File: src/rtl/esp_pkg.sv
// ----------------------------------------------------------------------------
// esp_pkg: shared definitions for the encoder speed PID ramp block
// Widths, register indexes, multiplier and accumulator command codes, and the
// structs that join the controller, the datapath and the register file.
// ----------------------------------------------------------------------------
package esp_pkg;

  // Counter readings are CNT_W bits wide; the counter modulus is 2**CNT_W.
  localparam int CNT_W = 16;

  // Output ramp length in fast ticks; the divide by it is an arithmetic
  // shift, so it is a power of two.
  localparam int RAMP_STEPS = 4;
  localparam int RAMP_SHIFT = $clog2(RAMP_STEPS);
  localparam int STEP_W     = $clog2(RAMP_STEPS + 1);

  // Channel widths.
  localparam int IN_DW  = 48;
  localparam int OUT_DW = 16;
  localparam int CFG_AW = 3;
  localparam int CFG_DW = 21;

  // Register indexes.
  localparam logic [CFG_AW-1:0] REG_VEL_LIMIT  = 3'd0;
  localparam logic [CFG_AW-1:0] REG_PROP_GAIN  = 3'd1;
  localparam logic [CFG_AW-1:0] REG_INTEG_GAIN = 3'd2;
  localparam logic [CFG_AW-1:0] REG_DERIV_GAIN = 3'd3;
  localparam logic [CFG_AW-1:0] REG_INTEG_MAX  = 3'd4;
  localparam logic [CFG_AW-1:0] REG_INTEG_MIN  = 3'd5;
  localparam logic [CFG_AW-1:0] REG_DRIVE_MAX  = 3'd6;
  localparam logic [CFG_AW-1:0] REG_DRIVE_MIN  = 3'd7;

  // Low-pass filter weights: 0.7 and 0.3 in Q.8, the new-sample weight
  // already scaled by 256 because the speed enters as an integer.
  localparam logic signed [15:0] FILT_OLD = 16'sd179;
  localparam logic signed [15:0] FILT_NEW = 16'sd19712;

  // Multiplier operand selection.
  localparam logic [2:0] MUL_NONE    = 3'd0;
  localparam logic [2:0] MUL_FV_OLD  = 3'd1;
  localparam logic [2:0] MUL_SPD_NEW = 3'd2;
  localparam logic [2:0] MUL_FV_KP   = 3'd3;
  localparam logic [2:0] MUL_INT_KI  = 3'd4;
  localparam logic [2:0] MUL_D_KD    = 3'd5;
  localparam logic [2:0] MUL_RAMP    = 3'd6;

  // Accumulator operations.
  localparam logic [2:0] ACC_HOLD     = 3'd0;
  localparam logic [2:0] ACC_LD_RND8  = 3'd1;
  localparam logic [2:0] ACC_LD_RND16 = 3'd2;
  localparam logic [2:0] ACC_ADD      = 3'd3;
  localparam logic [2:0] ACC_ADD_SH8  = 3'd4;

  typedef struct packed {
    logic        [9:0]  vel_limit;
    logic signed [15:0] prop_gain;
    logic signed [15:0] integ_gain;
    logic signed [15:0] deriv_gain;
    logic        [19:0] integral_max;
    logic signed [20:0] integral_min;
    logic        [14:0] drive_max;
    logic signed [15:0] drive_min;
  } esp_cfg_t;

  typedef struct packed {
    logic       in_load;
    logic       sum_upd;
    logic       speed_upd;
    logic [2:0] mul_sel;
    logic [2:0] acc_op;
    logic       fv_upd;
    logic       int_upd;
    logic       drv_upd;
    logic       out_load;
  } esp_cmd_t;

  typedef struct packed {
    logic slow;
  } esp_sts_t;

endpackage

File: src/rtl/esp_cfg.sv
// ----------------------------------------------------------------------------
// esp_cfg: configuration register file
// Holds the eight control registers and takes one write per cycle.
// ----------------------------------------------------------------------------
module esp_cfg (
  input  logic                        clk,
  input  logic                        rst_n,
  input  logic                        cfg_valid,
  output logic                        cfg_ready,
  input  logic [esp_pkg::CFG_AW-1:0]  cfg_addr,
  input  logic [esp_pkg::CFG_DW-1:0]  cfg_data,
  output esp_pkg::esp_cfg_t           cfg
);
  import esp_pkg::*;

  esp_cfg_t regs_r;

  assign cfg_ready = 1'b1;
  assign cfg       = regs_r;

  always_ff @(posedge clk) begin
    if (!rst_n) begin
      regs_r.vel_limit    <= 10'd100;
      regs_r.prop_gain    <= '0;
      regs_r.integ_gain   <= '0;
      regs_r.deriv_gain   <= '0;
      regs_r.integral_max <= 20'hFFFFF;
      regs_r.integral_min <= 21'h100000;
      regs_r.drive_max    <= 15'h7FFF;
      regs_r.drive_min    <= 16'h8000;
    end else if (cfg_valid) begin
      case (cfg_addr)
        REG_VEL_LIMIT:  regs_r.vel_limit    <= cfg_data[9:0];
        REG_PROP_GAIN:  regs_r.prop_gain    <= cfg_data[15:0];
        REG_INTEG_GAIN: regs_r.integ_gain   <= cfg_data[15:0];
        REG_DERIV_GAIN: regs_r.deriv_gain   <= cfg_data[15:0];
        REG_INTEG_MAX:  regs_r.integral_max <= cfg_data[19:0];
        REG_INTEG_MIN:  regs_r.integral_min <= cfg_data[20:0];
        REG_DRIVE_MAX:  regs_r.drive_max    <= cfg_data[14:0];
        REG_DRIVE_MIN:  regs_r.drive_min    <= cfg_data[15:0];
        default: ;
      endcase
    end
  end

endmodule

File: src/rtl/esp_ctrl.sv
// ----------------------------------------------------------------------------
// esp_ctrl: sequencing state machine
// Steps the datapath through the sum, filter, integral, PID and ramp phases
// (filter to PID on slow ticks only) and owns both stream channel handshakes.
// ----------------------------------------------------------------------------
module esp_ctrl (
  input  logic              clk,
  input  logic              rst_n,
  input  logic              in_tvalid,
  output logic              in_tready,
  output logic              out_tvalid,
  input  logic              out_tready,
  input  esp_pkg::esp_sts_t sts,
  output esp_pkg::esp_cmd_t cmd
);
  import esp_pkg::*;

  localparam logic [3:0] ST_IDLE  = 4'd0;
  localparam logic [3:0] ST_SUM   = 4'd1;
  localparam logic [3:0] ST_SPEED = 4'd2;
  localparam logic [3:0] ST_F0    = 4'd3;
  localparam logic [3:0] ST_F1    = 4'd4;
  localparam logic [3:0] ST_F2    = 4'd5;
  localparam logic [3:0] ST_F3    = 4'd6;
  localparam logic [3:0] ST_INTG  = 4'd7;
  localparam logic [3:0] ST_P0    = 4'd8;
  localparam logic [3:0] ST_P1    = 4'd9;
  localparam logic [3:0] ST_P2    = 4'd10;
  localparam logic [3:0] ST_P3    = 4'd11;
  localparam logic [3:0] ST_P4    = 4'd12;
  localparam logic [3:0] ST_RAMP  = 4'd13;
  localparam logic [3:0] ST_OUT   = 4'd14;

  logic [3:0] state_r, state_nxt;
  logic       out_valid_r, out_valid_nxt;

  assign in_tready  = (state_r == ST_IDLE);
  assign out_tvalid = out_valid_r;

  always_comb begin
    state_nxt = state_r;
    cmd       = '0;
    case (state_r)
      ST_IDLE: begin
        if (in_tvalid) begin
          cmd.in_load = 1'b1;
          state_nxt   = ST_SUM;
        end
      end
      ST_SUM: begin
        cmd.sum_upd = 1'b1;
        state_nxt   = sts.slow ? ST_SPEED : ST_RAMP;
      end
      ST_SPEED: begin
        cmd.speed_upd = 1'b1;
        state_nxt     = ST_F0;
      end
      ST_F0: begin
        cmd.mul_sel = MUL_FV_OLD;
        state_nxt   = ST_F1;
      end
      ST_F1: begin
        cmd.mul_sel = MUL_SPD_NEW;
        cmd.acc_op  = ACC_LD_RND8;
        state_nxt   = ST_F2;
      end
      ST_F2: begin
        cmd.acc_op = ACC_ADD;
        state_nxt  = ST_F3;
      end
      ST_F3: begin
        cmd.fv_upd = 1'b1;
        state_nxt  = ST_INTG;
      end
      ST_INTG: begin
        cmd.int_upd = 1'b1;
        state_nxt   = ST_P0;
      end
      ST_P0: begin
        cmd.mul_sel = MUL_FV_KP;
        state_nxt   = ST_P1;
      end
      ST_P1: begin
        cmd.mul_sel = MUL_INT_KI;
        cmd.acc_op  = ACC_LD_RND16;
        state_nxt   = ST_P2;
      end
      ST_P2: begin
        cmd.mul_sel = MUL_D_KD;
        cmd.acc_op  = ACC_ADD;
        state_nxt   = ST_P3;
      end
      ST_P3: begin
        cmd.acc_op = ACC_ADD_SH8;
        state_nxt  = ST_P4;
      end
      ST_P4: begin
        cmd.drv_upd = 1'b1;
        state_nxt   = ST_RAMP;
      end
      ST_RAMP: begin
        cmd.mul_sel = MUL_RAMP;
        state_nxt   = ST_OUT;
      end
      ST_OUT: begin
        // The ramp product is kept selected so that it stays valid while
        // this item waits for the result register.
        cmd.mul_sel = MUL_RAMP;
        // The result register frees up either when empty or when its
        // current item is taken in this same cycle.
        if (!out_valid_r || out_tready) begin
          cmd.out_load = 1'b1;
          state_nxt    = ST_IDLE;
        end
      end
      default: state_nxt = ST_IDLE;
    endcase
  end

  always_comb begin
    out_valid_nxt = out_valid_r;
    if (cmd.out_load) begin
      out_valid_nxt = 1'b1;
    end else if (out_tready) begin
      out_valid_nxt = 1'b0;
    end
  end

  always_ff @(posedge clk) begin
    if (!rst_n) begin
      state_r     <= ST_IDLE;
      out_valid_r <= 1'b0;
    end else begin
      state_r     <= state_nxt;
      out_valid_r <= out_valid_nxt;
    end
  end

endmodule

File: src/rtl/esp_dp.sv
// ----------------------------------------------------------------------------
// esp_dp: controller datapath
// Encoder sums, filter, integral and drive state, one shared signed
// multiplier with a registered product, an accumulator, and the output
// register of the result channel.
// ----------------------------------------------------------------------------
module esp_dp (
  input  logic                         clk,
  input  logic                         rst_n,
  input  logic [esp_pkg::IN_DW-1:0]    in_tdata,
  input  logic                         in_tuser,
  input  esp_pkg::esp_cfg_t            cfg,
  input  esp_pkg::esp_cmd_t            cmd,
  output esp_pkg::esp_sts_t            sts,
  output logic [esp_pkg::OUT_DW-1:0]   out_tdata,
  output logic                         out_tuser
);
  import esp_pkg::*;

  localparam logic [CNT_W:0] CNT_MOD  = {1'b1, {CNT_W{1'b0}}};
  localparam logic [CNT_W:0] CNT_HALF = CNT_MOD >> 1;

  // Latched input item.
  logic        [CNT_W-1:0] lraw_r, rraw_r;
  logic signed [10:0]      tgt_r;
  logic                    slow_r;

  // Controller state.
  logic signed [23:0]      lsum_r, rsum_r;
  logic signed [24:0]      last_r, speed_r;
  logic signed [25:0]      d_r;
  logic signed [32:0]      fv_r;
  logic signed [28:0]      integ_r;
  logic signed [31:0]      dold_r, dnew_r;
  logic        [STEP_W-1:0] step_r;

  // Arithmetic pipeline.
  logic signed [48:0]      prod_r;
  logic signed [51:0]      acc_r;
  logic        [15:0]      vdrive_r;
  logic                    sat_r;

  function automatic logic signed [23:0] sat24(input logic signed [24:0] v);
    if (v[24] != v[23]) begin
      return v[24] ? 24'sh800000 : 24'sh7FFFFF;
    end
    return v[23:0];
  endfunction

  assign sts.slow  = slow_r;
  assign out_tdata = vdrive_r;
  assign out_tuser = sat_r;

  // Fold the readings into signed deltas; the left one is mirrored first.
  logic        [CNT_W:0] lm, ld_u, rd_u;
  logic signed [24:0]    lsum_c, rsum_c;
  always_comb begin
    lm     = CNT_MOD - {1'b0, lraw_r};
    ld_u   = (lm >= CNT_HALF) ? lm - CNT_MOD : lm;
    rd_u   = ({1'b0, rraw_r} >= CNT_HALF) ? {1'b0, rraw_r} - CNT_MOD : {1'b0, rraw_r};
    lsum_c = 25'(lsum_r) + 25'($signed(ld_u));
    rsum_c = 25'(rsum_r) + 25'($signed(rd_u));
  end

  logic signed [24:0] spd_c;
  logic signed [25:0] d_c;
  assign spd_c = 25'(lsum_r) + 25'(rsum_r);
  assign d_c   = 26'(spd_c) - 26'(last_r);

  // Shared multiplier.
  logic signed [32:0] mul_a;
  logic signed [15:0] mul_b;
  logic signed [32:0] diff_c;
  logic [STEP_W-1:0]  stp1;
  assign diff_c = 33'(dnew_r) - 33'(dold_r);
  assign stp1   = step_r + STEP_W'(1);

  always_comb begin
    case (cmd.mul_sel)
      MUL_FV_OLD: begin
        mul_a = fv_r;
        mul_b = FILT_OLD;
      end
      MUL_SPD_NEW: begin
        mul_a = 33'(speed_r);
        mul_b = FILT_NEW;
      end
      MUL_FV_KP: begin
        mul_a = fv_r;
        mul_b = cfg.prop_gain;
      end
      MUL_INT_KI: begin
        mul_a = 33'(integ_r);
        mul_b = cfg.integ_gain;
      end
      MUL_D_KD: begin
        mul_a = 33'(d_r);
        mul_b = cfg.deriv_gain;
      end
      MUL_RAMP: begin
        mul_a = diff_c;
        mul_b = $signed(16'(stp1));
      end
      default: begin
        mul_a = '0;
        mul_b = '0;
      end
    endcase
  end

  logic signed [51:0] prod_x;
  assign prod_x = 52'(prod_r);

  // Filter result: rounded Q.16 sum down to Q.8, saturated to 33 bits.
  logic signed [43:0] fsh;
  logic signed [32:0] fv_c;
  always_comb begin
    fsh = acc_r[51:8];
    if (fsh[43:32] != {12{fsh[32]}}) begin
      fv_c = fsh[43] ? 33'sh1_0000_0000 : 33'sh0_FFFF_FFFF;
    end else begin
      fv_c = fsh[32:0];
    end
  end

  // Drive result: rounded Q.16 down to integer, saturated to 32 bits.
  logic signed [35:0] dsh;
  logic signed [31:0] drv_c;
  always_comb begin
    dsh = acc_r[51:16];
    if (dsh[35:31] != {5{dsh[31]}}) begin
      drv_c = dsh[35] ? 32'sh8000_0000 : 32'sh7FFF_FFFF;
    end else begin
      drv_c = dsh[31:0];
    end
  end

  // Target clamp and integral update with its two-sided clamp.
  logic signed [11:0] lim12, tgt12, tc;
  logic signed [34:0] isum, imax35, imin35, ic;
  always_comb begin
    lim12 = $signed({2'b00, cfg.vel_limit});
    tgt12 = 12'(tgt_r);
    tc    = (tgt12 > lim12) ? lim12 : tgt12;
    if (tc < -lim12) begin
      tc = -lim12;
    end
    isum   = 35'(integ_r) + 35'(fv_r) - (35'(tc) <<< 8);
    imax35 = $signed({7'b0, cfg.integral_max, 8'b0});
    imin35 = 35'(cfg.integral_min) <<< 8;
    ic     = (isum > imax35) ? imax35 : isum;
    if (ic < imin35) begin
      ic = imin35;
    end
  end

  // Ramp point: quotient truncated toward zero, then saturated.
  logic signed [48:0] qb, q, o, dmax49, dmin49, oc;
  logic               flag_c;
  always_comb begin
    qb     = prod_r[48] ? prod_r + 49'(RAMP_STEPS - 1) : prod_r;
    q      = qb >>> RAMP_SHIFT;
    o      = 49'(dold_r) + q;
    dmax49 = $signed({34'b0, cfg.drive_max});
    dmin49 = 49'(cfg.drive_min);
    oc     = o;
    flag_c = 1'b0;
    if (oc >= dmax49) begin
      oc     = dmax49;
      flag_c = 1'b1;
    end
    if (oc <= dmin49) begin
      oc     = dmin49;
      flag_c = 1'b1;
    end
  end

  // Payload registers.
  always_ff @(posedge clk) begin
    if (cmd.in_load) begin
      lraw_r <= in_tdata[15:0];
      rraw_r <= in_tdata[31:16];
      tgt_r  <= in_tdata[42:32];
      slow_r <= in_tuser;
    end
    prod_r <= mul_a * mul_b;
    case (cmd.acc_op)
      ACC_LD_RND8:  acc_r <= prod_x + 52'sd128;
      ACC_LD_RND16: acc_r <= prod_x + 52'sd32768;
      ACC_ADD:      acc_r <= acc_r + prod_x;
      ACC_ADD_SH8:  acc_r <= acc_r + (prod_x <<< 8);
      default:      acc_r <= acc_r;
    endcase
    if (cmd.out_load) begin
      vdrive_r <= oc[15:0];
      sat_r    <= flag_c;
    end
  end

  // Controller state registers.
  always_ff @(posedge clk) begin
    if (!rst_n) begin
      lsum_r  <= '0;
      rsum_r  <= '0;
      last_r  <= '0;
      speed_r <= '0;
      d_r     <= '0;
      fv_r    <= '0;
      integ_r <= '0;
      dold_r  <= '0;
      dnew_r  <= '0;
      step_r  <= '0;
    end else begin
      if (cmd.sum_upd) begin
        lsum_r <= sat24(lsum_c);
        rsum_r <= sat24(rsum_c);
      end
      if (cmd.speed_upd) begin
        speed_r <= spd_c;
        d_r     <= d_c;
        last_r  <= spd_c;
        lsum_r  <= '0;
        rsum_r  <= '0;
      end
      if (cmd.fv_upd) begin
        fv_r <= fv_c;
      end
      if (cmd.int_upd) begin
        integ_r <= ic[28:0];
      end
      if (cmd.drv_upd) begin
        dold_r <= dnew_r;
        dnew_r <= drv_c;
      end
      if (cmd.out_load) begin
        step_r <= (stp1 >= STEP_W'(RAMP_STEPS)) ? '0 : stp1;
      end
    end
  end

endmodule

File: src/rtl/encoder_speed_pid_ramp.sv
// ----------------------------------------------------------------------------
// encoder_speed_pid_ramp: encoder speed PID controller with output ramp
// Folds two quadrature counter readings into speed sums, runs a filtered
// PID speed loop on slow ticks, and ramps the drive toward each new value.
// ----------------------------------------------------------------------------
//
//  Channel   Direction  Payload
//  --------  ---------  -------------------------------------------------------
//  in_       sink       tdata: left_count_raw, right_count_raw, target_speed
//                       tuser: slow_tick
//  out_      source     tdata: velocity_drive; tuser: drive_saturated
//  cfg_      sink       addr: register index 0..7; data: register value
//
//  Without slow_tick an item passes the sum, ramp and output states; with
//  slow_tick the speed, filter, integral and PID states come after the sum. The
//  shared multiplier gives two products for the filter, three for the PID
//  sum and one for the ramp, one per cycle. in_tready is high only while idle.
//  Reset is synchronous and clears all controller state. A result not taken
//  holds the next item at its final step; config is taken every cycle.
//
module encoder_speed_pid_ramp (
  input  logic                        clk,
  input  logic                        rst_n,
  // Input items.
  input  logic                        in_tvalid,
  output logic                        in_tready,
  // [15:0] left_count_raw, [31:16] right_count_raw,
  // [42:32] target_speed, [47:43] zero
  input  logic [esp_pkg::IN_DW-1:0]   in_tdata,
  // [0] slow_tick
  input  logic                        in_tuser,
  // Result items.
  output logic                        out_tvalid,
  input  logic                        out_tready,
  // [15:0] velocity_drive
  output logic [esp_pkg::OUT_DW-1:0]  out_tdata,
  // [0] drive_saturated
  output logic                        out_tuser,
  // Register writes.
  input  logic                        cfg_valid,
  output logic                        cfg_ready,
  input  logic [esp_pkg::CFG_AW-1:0]  cfg_addr,
  input  logic [esp_pkg::CFG_DW-1:0]  cfg_data
);
  import esp_pkg::*;

  esp_cfg_t cfg;
  esp_cmd_t cmd;
  esp_sts_t sts;

  // Control registers; the datapath reads them directly.
  esp_cfg u_cfg (
    .clk       (clk),
    .rst_n     (rst_n),
    .cfg_valid (cfg_valid),
    .cfg_ready (cfg_ready),
    .cfg_addr  (cfg_addr),
    .cfg_data  (cfg_data),
    .cfg       (cfg)
  );

  // The sequencer owns both handshakes and issues one command word a cycle.
  esp_ctrl u_ctrl (
    .clk        (clk),
    .rst_n      (rst_n),
    .in_tvalid  (in_tvalid),
    .in_tready  (in_tready),
    .out_tvalid (out_tvalid),
    .out_tready (out_tready),
    .sts        (sts),
    .cmd        (cmd)
  );

  // The datapath keeps all loop state and the result payload.
  esp_dp u_dp (
    .clk       (clk),
    .rst_n     (rst_n),
    .in_tdata  (in_tdata),
    .in_tuser  (in_tuser),
    .cfg       (cfg),
    .cmd       (cmd),
    .sts       (sts),
    .out_tdata (out_tdata),
    .out_tuser (out_tuser)
  );

endmodule

File: config.mk
export PLATFORM = sky130hd
export DESIGN_NAME = encoder_speed_pid_ramp
export DESIGN_NICKNAME = d
export VERILOG_FILES = /design/src/rtl/esp_pkg.sv /design/src/rtl/esp_cfg.sv /design/src/rtl/esp_ctrl.sv /design/src/rtl/esp_dp.sv /design/src/rtl/encoder_speed_pid_ramp.sv
export SDC_FILE = /design/constraint.sdc
export NUM_CORES = 2
export LEC_CHECK = 0
export BUFFER_PORTS_ARGS = -buffer_cell sky130_fd_sc_hd__buf_2
export CAP_MARGIN = 10
export CORE_UTILIZATION = 45
export CTS_CLUSTER_SIZE = 25
export DETAILED_ROUTE_END_ITERATION = 7
export GPL_TIMING_DRIVEN = 0
export PLACE_DENSITY_LB_ADDON = 0.15
export SLEW_MARGIN = 20
export SYNTH_ARGS = -nofsm -noshare
export SYNTH_HDL_FRONTEND = slang
export SYNTH_SLANG_ARGS = --single-unit
File: constraint.sdc
create_clock -name clk -period 21.8 [get_ports clk]
set_input_delay 4.36 -clock clk [delete_from_list [all_inputs] [get_ports clk]]
set_output_delay 4.36 -clock clk [all_outputs]
set_load 0.01 [all_outputs]
After elaboration in Yosys (flattened, before gate mapping)
Cells that the tools add are included.
{"block": "op_classes", "add_sub_neg": 18, "mul": 1, "magnitude_cmp": 9, "n_eq_ne": 37, "muxes": 47, "bitwise": 1, "n_reduce_logical": 19}
{"cell": "one-hot mux 52 bit (4 select lines)", "count": 1}
{"cell": "one-hot mux 33 bit (5 select lines)", "count": 1}
{"cell": "two-way mux 24 bit", "count": 6}
{"cell": "two-way mux 49 bit", "count": 2}
{"cell": "one-hot mux 16 bit (6 select lines)", "count": 1}
{"cell": "two-way mux 33 bit", "count": 2}
{"cell": "two-way mux 32 bit", "count": 2}
{"cell": "one-hot mux 4 bit (15 select lines)", "count": 1}
{"cell": "adder 52 x 49 -> 52 bit", "count": 1}
{"cell": "adder 52 bit", "count": 1}
{"cell": "adder 24 x 17 -> 25 bit", "count": 2}
{"cell": "adder 49 x 17 -> 50 bit (second input constant)", "count": 1}
{"cell": "adder 49 x 9 -> 50 bit (second input constant)", "count": 1}
{"cell": "adder 49 x 3 -> 49 bit (second input constant)", "count": 1}
{"cell": "greater-or-equal comparator 49 x 16 -> 1 bit", "count": 1}
{"cell": "less-or-equal comparator 49 x 16 -> 1 bit", "count": 1}
{"cell": "multiplier 33 x 16 -> 49 bit", "count": 1}
{"cell": "adder 32 x 47 -> 48 bit", "count": 1}
{"cell": "greater-than comparator 35 x 29 -> 1 bit", "count": 1}
{"cell": "less-than comparator 35 x 29 -> 1 bit", "count": 1}
{"cell": "two-way mux 35 bit", "count": 1}
{"cell": "subtractor 34 x 20 -> 35 bit", "count": 1}
{"cell": "adder 29 x 33 -> 34 bit", "count": 1}
{"cell": "two-way mux 17 bit", "count": 2}
{"cell": "42 further kinds", "count": 98}
{"block": "totals", "regBits": 525, "out_inout_bits": 20}

Longest topological paths before layout
{"block": "depth", "ltp_word": 9, "mapped_depth": 73, "ltp_nobuf": 69}

Modules after synthesis
A second synthesis with hierarchy kept.
{"block": "hier_totals", "cells_unflattened": 7368, "area_unflattened_um2": 61477.7}
{"mod": "esp_dp", "n_inst": 1, "cells_per_inst": 6832, "area_per_inst_um2": 56036.2}
{"mod": "esp_cfg", "n_inst": 1, "cells_per_inst": 478, "area_per_inst_um2": 5001.0}
{"mod": "esp_ctrl", "n_inst": 1, "cells_per_inst": 58, "area_per_inst_um2": 440.4}

Worst setup path after synthesis
Ideal clock, no wire load.
{"block": "synth_timing", "path_type": "register to register", "from": "register u_cfg.regs_r, in the netlist u_cfg.cfg[121]", "to": "register u_dp.integ_r[3]", "setup_time_ns": 0.115, "arrival_ns": 13.709, "required_time_ns": 21.685, "setup_slack_ns": 7.976, "path_stages_with_launch": 68, "n_path_buf": 5, "period_less_slack_ns": 13.824, "path_cell_list": "dfxtp_1 > inv_1 > ha_1 > nor2b_1 > o21a_1 > o21ai_0 > nand2b_1 > a21oi_1 > nor2b_1 > o21ai_0 > nand2b_1 > a21oi_1 > nor2b_1 > o21ai_0 > nand2_1 > ha_1 > o41ai_1 > clkbuf_1 > (+32 left out) > nand2_1 > o21ai_0 > ha_1 > a21o_1 > a21o_1 > a21o_1 > a21oi_1 > nor2b_1 > o21ai_0 > nand2b_1 > a21oi_1 > o221ai_1 > o2111a_1 > a22o_1 > a311oi_4 > buf_4 > o22ai_1 > and2_1"}
{"block": "synth_via", "elab_chain_cells": 9, "elab_cells_between_ends": 10}
{"element": "start: declaration", "line": "esp_cfg.sv:16", "source": "esp_cfg_t regs_r;"}
{"element": "greater-than comparator 11 bit", "line": "esp_dp.sv:144", "source": "tc = (tgt12 > lim12) ? lim12 : tgt12;"}
{"element": "two-way mux 12 bit", "line": "esp_dp.sv:144"}
{"element": "less-than comparator 12 bit", "line": "esp_dp.sv:145", "source": "if (tc < -lim12) begin"}
{"element": "two-way mux 12 bit (*)", "line": "esp_dp.sv:145"}
{"element": "subtractor 34 x 20 -> 35 bit (*)", "line": "esp_dp.sv:148", "source": "isum = 35'(integ_r) + 35'(fv_r) - (35'(tc) <<< 8);"}
{"element": "greater-than comparator 35 x 29 -> 1 bit", "line": "esp_dp.sv:151", "source": "ic = (isum > imax35) ? imax35 : isum;"}
{"element": "two-way mux 35 bit (*)", "line": "esp_dp.sv:151"}
{"element": "less-than comparator 35 x 29 -> 1 bit", "line": "esp_dp.sv:152", "source": "if (ic < imin35) begin"}
{"element": "two-way mux 29 bit (*)", "line": "esp_dp.sv:152"}
{"element": "end signal: assignment", "line": "esp_dp.sv:229", "source": "integ_r <= ic[28:0];"}
{"element": "end: declaration", "line": "esp_dp.sv:33", "source": "logic signed [28:0] integ_r;"}
Every way passes the cells marked *; elsewhere a longest branch is shown, timed or not.
A chain may end at the register's enable or synchronous reset.

Worst setup path in the final report
{"block": "layout_timing", "from": "register u_cfg.regs_r, in the netlist u_cfg.cfg[121]", "to": "register u_dp.integ_r[4]"}
Same word-level chain as after synthesis.

==> out/qor.txt <==
WL final -> 229400 µm
Placer Congestion -> 1.025
CTS Root Cell -> clkbuf_16
CTS max path bufs -> 3
Yosys warns -> 0
CP Class -> register to register
#FFs+latches synth -> 525
Syn Inst Count -> 7325
H-tree Lvls -> 3
CP endpoint kind -> register
Final Max Slew Viols -> 0
Final Hold Fails -> 0
Cell variety after synth -> 89
Footprint of the multi-input gates -> 44400 µm²
Sequential share of the synthesized area -> 19.40%
Filler cells -> 12.93k
Slowest Stage Delay on Critical Path -> 770 ps
Critical Path AT -> 18230 ps
Vias in the first global route -> 53.58k
Max_cap viols -> 0
Syn Area/Cell -> 8.194 µm²
Gr usage total -> 33.62%
Setup ws final -> 4094 ps
Worst slew margin relative to its limit -> 19.21%
Number of synthesized flops with an enable pin -> 113
Synth-to-layout area growth -> 9.110%
Worst slew pin tran -> 1205 ps
Post_cts resized -> 0
Worst Skew -> 59.74 ps
Peak supply drop -> 71.12 µV
Storage cell area -> 11640 µm²
Syn_nets -> 8499
CP Max Fanout -> 10
Setup WS pre-CTS -> 4459 ps
Dominant synthesized flop cell -> dfxtp_1
Fraction of layout cells with a size suffix above 1 -> 4.743%
Status -> finished, final reports clean
Area leader, netlist -> fa_1
Worst Setup Start Kind -> register
First-pass GRT wire length -> 340700 µm
DIE HEIGHT -> 367.2 µm
Fmax -> 0.05648 GHz
Skew-Pair Late Insertion Delay -> 680 ps
CTS tree -> yes
Detailed-router iteration count before antenna repair -> 6
Slowest stage cell on the critical path -> o41ai_4
Initial DRC count -> 5048
RSZ-0062 raised after global routing -> false
Most common cell after layout, fill and taps aside -> nand2_1
Yosys top cell area share -> 17.78%
IO Count -> 98
Setup bufs post-CTS -> 0
Antenna-violating nets left -> 0
Via density -> 5.910
Worst EP required -> 22320 ps
Largest net degree at the start of global routing -> 36
Initial cell density of the core -> 45.48%
Grt ovf -> 0
Ys async rst share -> 0%
Minimum clock period -> 17710 ps
Cts-stage hold buffer count -> 0
Final worst path period share -> 81.22%
DR WL/cell -> 24.59 µm
Die ar. -> 134800 µm²
HPWL after DPL -> 189000 µm
Worst-path clk slew -> 60 ps
Via count -> 55.14k
Fin Hold WS -> 461.4 ps
Setup violations, final -> 0
Commonest non-fill, non-tap cells in the layout -> nand2_1, inv_1, ha_1
Leakage -> 29.62 nW
Mapped Area -> 60020 µm²
DRC Markers -> 0
# nets final -> 8686
Setup TNS -> 0 ps
PD cells -> 59.42 nW/µm²
Leading post-synthesis cells by cell area -> fa_1, dfxtp_1, ha_1
CTS buffer count -> 71
PortBufs -> 80
Core ar. -> 132000 µm²
Initial antenna violation count -> 14
Rows -> 133
CTS sink count -> 525
DIE WIDTH -> 367.2 µm
Worst min-delay path class -> register to register
cells in the mapped netlist, drive strengths merged (36+ instances only):
library cell  instances
nand2               999
inv                 777
ha                  563
nor2                535
fa                  533
a21oi               482
o21ai               417
dfxtp               412
clkbuf              314
xnor2               267
a21o                198
a21boi              172
xor2                160
nand3               153
edfxtp              113
nor3                 96
o211ai               87
nand2b               83
nand4                83
nor2b                79
a31oi                68
and3                 68
and2                 56
a221oi               43
o21bai               43
o21a                 42
a22oi                36
through the flow:
stage                     std cells  area [µm²]  total power, W  util (%)
after floorplan                7325       60020        0.002190         -
after global placement         9160       62620        0.002635     47.45
after detailed placement       9194       63120        0.002664     47.83
after CTS                      9324       65470        0.003872     49.61
after global routing           9324       65480        0.004080     49.62
final                          9329       65490        0.003891     49.63
power by group:
group          switching (W)  internal (W)
sequential          0.000103       0.00108
clock               0.000508      0.000698
combinational       0.000949      0.000556
total                0.00156       0.00233
critical path: cells and delay by family, from the launching register on:
| family | cells | cell delay, ps |
|---|---|---|
| XOR/XNOR | 1 | 210 |
| buffers and inverters | 6 | 2090 |
| flip-flops | 1 | 410 |
| adder cells (fa/ha/maj) | 7 | 2470 |
| multiplexers | 1 | 480 |
| AO/OA/AOI/OAI | 37 | 8700 |
| AND/OR/NAND/NOR | 19 | 3180 |
sequential cells by signal, indices dropped and copies added, names as in the netlist, 4 cells and up:
name            cells
u_dp.rsum_r        24
u_dp.d_r           26
u_dp.rraw_r        16
u_dp.dnew_r        32
u_dp.fv_r          33
u_dp.lraw_r        16
u_ctrl.state_r      4
u_dp.acc_r         52
u_dp.prod_r        49
u_dp.dold_r        32
u_dp.out_tdata     16
u_dp.last_r        25
u_dp.lsum_r        24
u_cfg.cfg         130
u_dp.integ_r       29
u_dp.tgt_r         11
layer usage:
layer / share of wire (%) / global-route usage [%] / vias up
met5: 0.025 / 0 / -
met4: 6.1 / 18.02 / 10
met3: 8.2 / 5.953 / 540
met2: 45 / 53.27 / 2324
met1: 41 / 43.51 / 26816
li1: - / - / 25449
final cells by class:
type,count,share of cell area [%]
tap,1755,3.353
buffer,333,1.954
clock inverter,30,0.4700
timing repair buffer,114,1.055
multi-input combinational,5690,67.79
clock buffer,100,3.128
antenna,5,0.01911
inverter,777,4.453
sequential,525,17.78
kinds of logic after synthesis:
kind of cell / synth area share [%]
flops: 19.40
xor+xnor: 6.231
compound gates: 19.96
simple gates: 16.78
other cells: 0.006248
buf+inv: 6.990
fa+ha+maj: 29.75
mux: 0.8922
path summary, 6_finish.rpt:
check / startpoint / slack (ps) / endpoint / cells after the start
hold reg to reg: u_cfg.cfg[90] / 460 / u_cfg.cfg[90] / 2
setup / recovery: u_cfg.cfg[121] / 4090 / u_dp.integ_r[4] / 71
hold / removal: u_cfg.cfg[90] / 460 / u_cfg.cfg[90] / 2
setup reg to reg: u_cfg.cfg[121] / 4090 / u_dp.integ_r[4] / 71
No activity file was read; power rests on OpenSTA's default activity.
